`src/rtl/flm_pkg.sv`:
```
`timescale 1ns / 1ps
// ----------------------------------------------------------------------------
// flm_pkg
// Shared types, S-box table and round function of the Feistel/Lai-Massey
// block cipher.
// ----------------------------------------------------------------------------
package flm_pkg;

  localparam int NumCells = 4;
  localparam int BlockW   = 32;
  localparam int HalfW    = 16;

  typedef struct packed {
    logic lm;        // 1: Lai-Massey round, 0: Feistel round
    logic key_hi;    // 1: upper key half, 0: lower key half
    logic swap_out;  // swap halves after the round
  } round_ctl_t;

  typedef struct packed {
    round_ctl_t enc;
    round_ctl_t dec;
  } cell_ctl_t;

  typedef struct packed {
    logic              valid;
    logic              func;
    logic [BlockW-1:0] block;
  } cell_word_t;

  localparam logic FuncEnc = 1'b0;
  localparam logic FuncDec = 1'b1;

  localparam logic [3:0] Sbox [16] = '{
    4'd4, 4'd10, 4'd9, 4'd2, 4'd13, 4'd8, 4'd0, 4'd14,
    4'd6, 4'd11, 4'd1, 4'd12, 4'd7, 4'd15, 4'd5, 4'd3
  };

  function automatic logic [HalfW-1:0] round_sp(input logic [HalfW-1:0] x,
                                                input logic [HalfW-1:0] k);
    logic [HalfW-1:0] v;
    logic [HalfW-1:0] s;
    logic [HalfW-1:0] r;
    int p;
    v = x ^ k;
    for (int i = 0; i < HalfW / 4; i++) begin
      s[4*i +: 4] = Sbox[v[4*i +: 4]];
    end
    r = '0;
    for (int i = 0; i < HalfW; i++) begin
      p = (13 * i + 7) % HalfW;
      r[HalfW-1-p] = s[HalfW-1-i];
    end
    return r;
  endfunction

  // Encrypt: F(K1), F(K2)+swap, LM(K1), LM(K2)
  // Decrypt: LM(K2), LM(K1), F(K2), F(K1)+swap
  function automatic cell_ctl_t cell_ctl(input logic [1:0] stage);
    cell_ctl_t c;
    unique case (stage)
      2'd0: begin
        c.enc = '{lm: 1'b0, key_hi: 1'b1, swap_out: 1'b0};
        c.dec = '{lm: 1'b1, key_hi: 1'b0, swap_out: 1'b0};
      end
      2'd1: begin
        c.enc = '{lm: 1'b0, key_hi: 1'b0, swap_out: 1'b1};
        c.dec = '{lm: 1'b1, key_hi: 1'b1, swap_out: 1'b0};
      end
      2'd2: begin
        c.enc = '{lm: 1'b1, key_hi: 1'b1, swap_out: 1'b0};
        c.dec = '{lm: 1'b0, key_hi: 1'b0, swap_out: 1'b0};
      end
      default: begin
        c.enc = '{lm: 1'b1, key_hi: 1'b0, swap_out: 1'b0};
        c.dec = '{lm: 1'b0, key_hi: 1'b1, swap_out: 1'b1};
      end
    endcase
    return c;
  endfunction

endpackage

```
`src/rtl/flm_round_cell.sv`:
```
`timescale 1ns / 1ps
// ----------------------------------------------------------------------------
// flm_round_cell
// One cipher round with a registered output word; the round type, key half
// and output swap come from the control input per direction.
// ----------------------------------------------------------------------------
module flm_round_cell
  import flm_pkg::*;
(
  input  logic              clk,
  input  logic              rst,
  input  cell_ctl_t         ctl,
  input  logic [BlockW-1:0] key,
  input  cell_word_t        word_in,
  output cell_word_t        word_out
);

  round_ctl_t       rc;
  logic [HalfW-1:0] l;
  logic [HalfW-1:0] r;
  logic [HalfW-1:0] k;
  logic [HalfW-1:0] t;
  logic [HalfW-1:0] f;
  logic [BlockW-1:0] rnd;
  logic [BlockW-1:0] block_next;

  always_comb begin
    rc = (word_in.func == FuncDec) ? ctl.dec : ctl.enc;
    l  = word_in.block[BlockW-1:HalfW];
    r  = word_in.block[HalfW-1:0];
    k  = rc.key_hi ? key[BlockW-1:HalfW] : key[HalfW-1:0];
    t  = round_sp(l ^ r, k);
    f  = round_sp(r, k);
    rnd = rc.lm ? {l ^ t, r ^ t} : {r, l ^ f};
    block_next = rc.swap_out ? {rnd[HalfW-1:0], rnd[BlockW-1:HalfW]} : rnd;
  end

  always_ff @(posedge clk) begin
    if (rst) begin
      word_out.valid <= 1'b0;
    end else begin
      word_out.valid <= word_in.valid;
    end
    word_out.func  <= word_in.func;
    word_out.block <= block_next;
  end

endmodule

```
`src/rtl/feistel_lai_massey_block_cipher.sv`:
```
`timescale 1ns / 1ps
// ----------------------------------------------------------------------------
// feistel_lai_massey_block_cipher
// 32-bit Feistel / Lai-Massey block cipher, one word per cycle.
// ----------------------------------------------------------------------------
// Usage:
//   Load the 32-bit key through cfg_we / cfg_wdata while no word is in
//   flight; upper half is the first round key, lower half the second.
//   A word (func, data_block) is taken at a clock edge with start high and
//   busy low; func 0 encrypts, 1 decrypts.
//   The word walks a chain of four round cells, one register each, so
//   done pulses with result_block once the word has left the last cell.
//   A new word may be given every cycle: throughput is one word per
//   cycle, as each of the four registered cells holds its own word.
//   The receiver cannot stall; each result is shown for one cycle only.
//   busy is high only during reset. Reset clears the key to zero and
//   drops all words in flight.
// ----------------------------------------------------------------------------
module feistel_lai_massey_block_cipher
  import flm_pkg::*;
(
  input  logic              clk,
  input  logic              rst,
  input  logic              start,
  output logic              busy,
  input  logic              func,
  input  logic [BlockW-1:0] data_block,
  input  logic              cfg_we,
  input  logic [BlockW-1:0] cfg_wdata,
  output logic              done,
  output logic [BlockW-1:0] result_block
);

  logic [BlockW-1:0] cipher_key;
  cell_word_t        chain [NumCells+1];

  always_ff @(posedge clk) begin
    if (rst) begin
      cipher_key <= '0;
    end else if (cfg_we) begin
      cipher_key <= cfg_wdata;
    end
  end

  assign busy = rst;

  always_comb begin
    chain[0].valid = start && !busy;
    chain[0].func  = func;
    chain[0].block = data_block;
  end

  for (genvar g = 0; g < NumCells; g++) begin : g_cell
    flm_round_cell u_cell (
      .clk      (clk),
      .rst      (rst),
      .ctl      (cell_ctl(2'(g))),
      .key      (cipher_key),
      .word_in  (chain[g]),
      .word_out (chain[g+1])
    );
  end

  assign done         = chain[NumCells].valid;
  assign result_block = chain[NumCells].block;

`ifndef SYNTHESIS
  a_latency: assert property (@(posedge clk) disable iff (rst)
    (start && !busy) |-> ##4 done)
    else $error("accepted word did not complete in 4 cycles");

  a_no_phantom: assert property (@(posedge clk) disable iff (rst)
    done |-> $past(start && !busy, 4))
    else $error("done without a matching accepted word");

  a_reset_flush: assert property (@(posedge clk)
    rst |=> !done)
    else $error("done right after reset");
`endif

endmodule
```
`config.mk`:
```
export PLATFORM = sky130hd
export DESIGN_NAME = feistel_lai_massey_block_cipher
export DESIGN_NICKNAME = d
export VERILOG_FILES = /design/src/rtl/flm_pkg.sv /design/src/rtl/flm_round_cell.sv /design/src/rtl/feistel_lai_massey_block_cipher.sv
export SDC_FILE = /design/constraint.sdc
export NUM_CORES = 1
export LEC_CHECK = 0
export BUFFER_PORTS_ARGS = -buffer_cell sky130_fd_sc_hd__buf_2
export CORE_MARGIN = 5
export CORE_UTILIZATION = 36
export CTS_BUF_LIST = sky130_fd_sc_hd__clkbuf_4 sky130_fd_sc_hd__clkbuf_8 sky130_fd_sc_hd__clkbuf_16
export DETAILED_ROUTE_END_ITERATION = 16
export GPL_TIMING_DRIVEN = 0
export PLACE_DENSITY = 0.61
export SYNTH_ARGS = -nofsm -noshare
export SYNTH_HDL_FRONTEND = slang
export SYNTH_SLANG_ARGS = --single-unit
```
`constraint.sdc`:
```
create_clock -name clk -period 5.04 [get_ports clk]
set_input_delay 0.252 -clock clk [delete_from_list [all_inputs] [get_ports clk]]
set_output_delay 0.252 -clock clk [all_outputs]
set_load 0.02 [all_outputs]
```
==> summary.md <==
| Metric | Value |
|---|---|
| Die boundary width | `220 um` |
| Global Route Usage Sum | `0.159` |
| Fin Clk Skew | `0.0141 ns` |
| Initial antenna violation count | `0` |
| FFs w/ async S/R, synth | `0` |
| Core area | `43900 um2` |
| Max Fclk | `291 MHz` |
| Synth Area per Inst | `approximately 10 um2` |
| Initial core utilization | `0.362` |
| Min Tclk post-route | `3.44 ns` |
| Met2 Usage GRT | `0.275` |
| # rows | `77` |
| Final setup fails | `0` |
| Mapped Nets | `1834` |
| DPL Wire Length | `between 30000 and 40000 um` |
| Mapped Area | `15900 um2` |
| Synth warnings | `0` |
| Clk buf depth | `2` |
| PostCTS Resize Cnt | `0` |
| Setup TNS | `0 ns` |
| Post-synth EDFFs | `0` |
| Met3 Use GR | `0.0165` |
| Die H | `220 um` |
| Seq cells post-synth | `167` |
| Nets | `roughly 2000` |
| Clock sinks | `167` |
| Max Cap Viol | `0` |
| Sequential-to-total area share from yosys stat | `0.210` |
| Grt ovf | `0` |
| Leakage | `7.94 nW` |
| Post-Route WL | `38400 um` |
| Internal reg-to-reg setup slack | `1.98 ns` |
| Unique masters post-synth | `a little under 70` |
| Max FO, Critical Path | `10` |
| Hold Buf Count CTS | `1` |
| Post-CTS setup buffer count | `0` |
| CP Data Required Time | `approximately 5.4 ns` |
| IO Pins | `103` |
| Via density | `4.77` |
| Synth-to-Final Area Change | `11.3%` |
| CP arrival | `between 3 and 4 ns` |
| H-Tree Depth | `4` |
| Hold Crit Class | `in -> reg` |
| First-pass GRT wire length | `60500 um` |
| Critical path class | `in -> reg` |
| Cell count after synthesis | `1573` |
| Drt wl/cell | `16.7 um` |
| Via count | `10900` |
| Final hold viol count | `0` |
| Global routing's busiest layer | `met2` |
| Share of cells above drive strength 1 | `0.184` |
| Grt met1 use | `0.211` |
| Tcrit/Tclk final | `0.683` |
| Port Buffers | `approximately 100` |
| Relative slew margins | `0.382` |
| Antenna diodes | `0` |
| Outcome | `complete, no violations` |
| Drt first pass iters | `4` |
| Clock-pin slew on the worst setup and hold paths | `0.07 ns` |
| Actual slew at the worst max-slew pin | `0.927 ns` |
| Root buf cell | `clkbuf_16` |
| RSZ-0062 raised after global routing | `false` |
| CTS tree | `yes` |
| VDD IR max | `359 uV` |
| Min Hold Slack | `0.0511 ns` |
| P per Cell Area | `776 nW/um2` |
| DRC Markers | `0` |
| Final slew viol count | `0` |
| Skew-Pair Late Insertion Delay | `0.44 ns` |
| TritonCTS Buffers | `17` |
| Top FF cell, synth | `dfxtp_1` |
| Die area | `48400 um2` |
| GPL Wtd Cong | `0.905` |
| Post-DRT Antenna Nets | `0` |
| Vias in the first global route | `11100` |
| DR iter-0 viols | `~550` |
| Largest net degree at the start of global routing | `17` |
| Worst Setup End Kind | `flop` |
| Startpoint Class | `input port` |
## layer usage
layer | part of all wire | vias to the layer above
met4 | 0.020 | 0
met5 | 0 | -
met2 | 0.48 | 208
met1 | 0.47 | 5167
li1 | - | 5534
met3 | 0.031 | 37
## cell usage after synthesis (13+ instances only)
| cell type | count | area share |
|---|---|---|
| buf_4 | 38 | 0.018 |
| nor3_1 | 20 | 0.0063 |
| clkbuf_1 | 21 | 0.0050 |
| xor2_1 | 79 | 0.044 |
| o21ai_0 | 40 | 0.013 |
| ha_1 | 192 | 0.15 |
| xnor2_2 | 37 | 0.038 |
| mux4_2 | 29 | 0.041 |
| mux2i_1 | 199 | 0.13 |
| a211oi_1 | 13 | 0.0061 |
| inv_1 | 110 | 0.026 |
| a21oi_1 | 34 | 0.011 |
| mux2i_2 | 14 | 0.012 |
| nand2_1 | 56 | 0.013 |
| o21ai_1 | 15 | 0.0047 |
| xnor2_1 | 245 | 0.14 |
| dfxtp_1 | 167 | 0.21 |
| mux2_2 | 18 | 0.013 |
| nor2_1 | 77 | 0.018 |
## through the flow
step | total power [mW] | setup slack [ns] | cell area, um2 | instances | utilization
6_report | 13.7 | 1.60 | 17700 | 2296 | 0.403
2_1_floorplan | 10.5 | 2.44 | 15900 | 1573 | -
4_1_cts | 13.8 | 1.62 | 17700 | 2296 | 0.403
5_1_grt | 14.9 | 1.45 | 17700 | 2296 | 0.403
3_3_place_gp | 12.2 | 1.73 | 17100 | 2264 | 0.390
3_5_place_dp | 12.5 | 1.67 | 17100 | 2264 | 0.390
## kinds of logic after synthesis
kind of cell,Yosys count,synth area share
flip-flops,167,0.210
AO/OA/AOI/OAI,168,0.0716
XOR/XNOR,379,0.241
adder cells (fa/ha/maj),192,0.151
multiplexers,271,0.207
AND/OR/NAND/NOR,211,0.0624
buffers and inverters,185,0.0562
## critical path, cell delays in order
cell	delay, ns
dlygate4sd3_1	0.52
buf_2	0.14
buf_4	0.23
buf_6	0.21
buf_4	0.27
mux2i_1	0.52
xnor2_1	0.27
inv_1	0.15
ha_1	0.37
mux2_2	0.27
o22a_1	0.24
xnor2_1	0.14
mux2i_1	0.20
## path summary, 6_finish.rpt
path                            startpoint                             to  depth (start not counted)
min                                  start  g_cell[0].u_cell.word_out[33]                          2
min reg2reg  g_cell[0].u_cell.word_out[32]  g_cell[1].u_cell.word_out[32]                          0
max                                   func  g_cell[0].u_cell.word_out[13]                         13
max reg2reg  g_cell[0].u_cell.word_out[32]  g_cell[1].u_cell.word_out[21]                         11
## power by group
group	internal, mW	leakage, nW	switching, mW
clock network	0.667	0.264	0.568
registers	1.94	1.40	0.653
logic	4.70	6.28	5.21
## cell type report
cell class                      instances  area [um2]
Multi-Input combinational cell       1221       11700
Clock buffer                           20         460
Clock inverter                         11        88.8
Sequential cell                       167        3340
Fill cell                            4364       26200
Inverter                              112         420
Tap cell                              592         741
Buffer                                 73         473
Timing Repair Buffer                  100         505
## registers in the layout, indices dropped and copies added, names as in the netlist
register,count
g_cell.u_cell.word_out,135
cipher_key,32
## cells in the final DEF, fill, tap and decap left out, drive strengths merged, types with 8 or more instances in the layout
master / Yosys / layout
clkbuf: 21 / 41
mux4: 29 / 29
a211oi: 20 / 20
a31oi: 9 / 9
nor3b: 8 / 8
nand2: 56 / 56
o21ai: 55 / 55
buf: 52 / 151
mux2i: 224 / 224
nand3: 8 / 8
nor2: 77 / 77
dfxtp: 167 / 167
xnor2: 285 / 285
xnor3: 8 / 8
inv: 112 / 117
mux2: 18 / 18
xor2: 84 / 84
ha: 192 / 192
and3: 11 / 11
a21oi: 34 / 34
o211ai: 8 / 8
nor3: 20 / 20
Note: power is estimated with default switching activity, not from simulation.
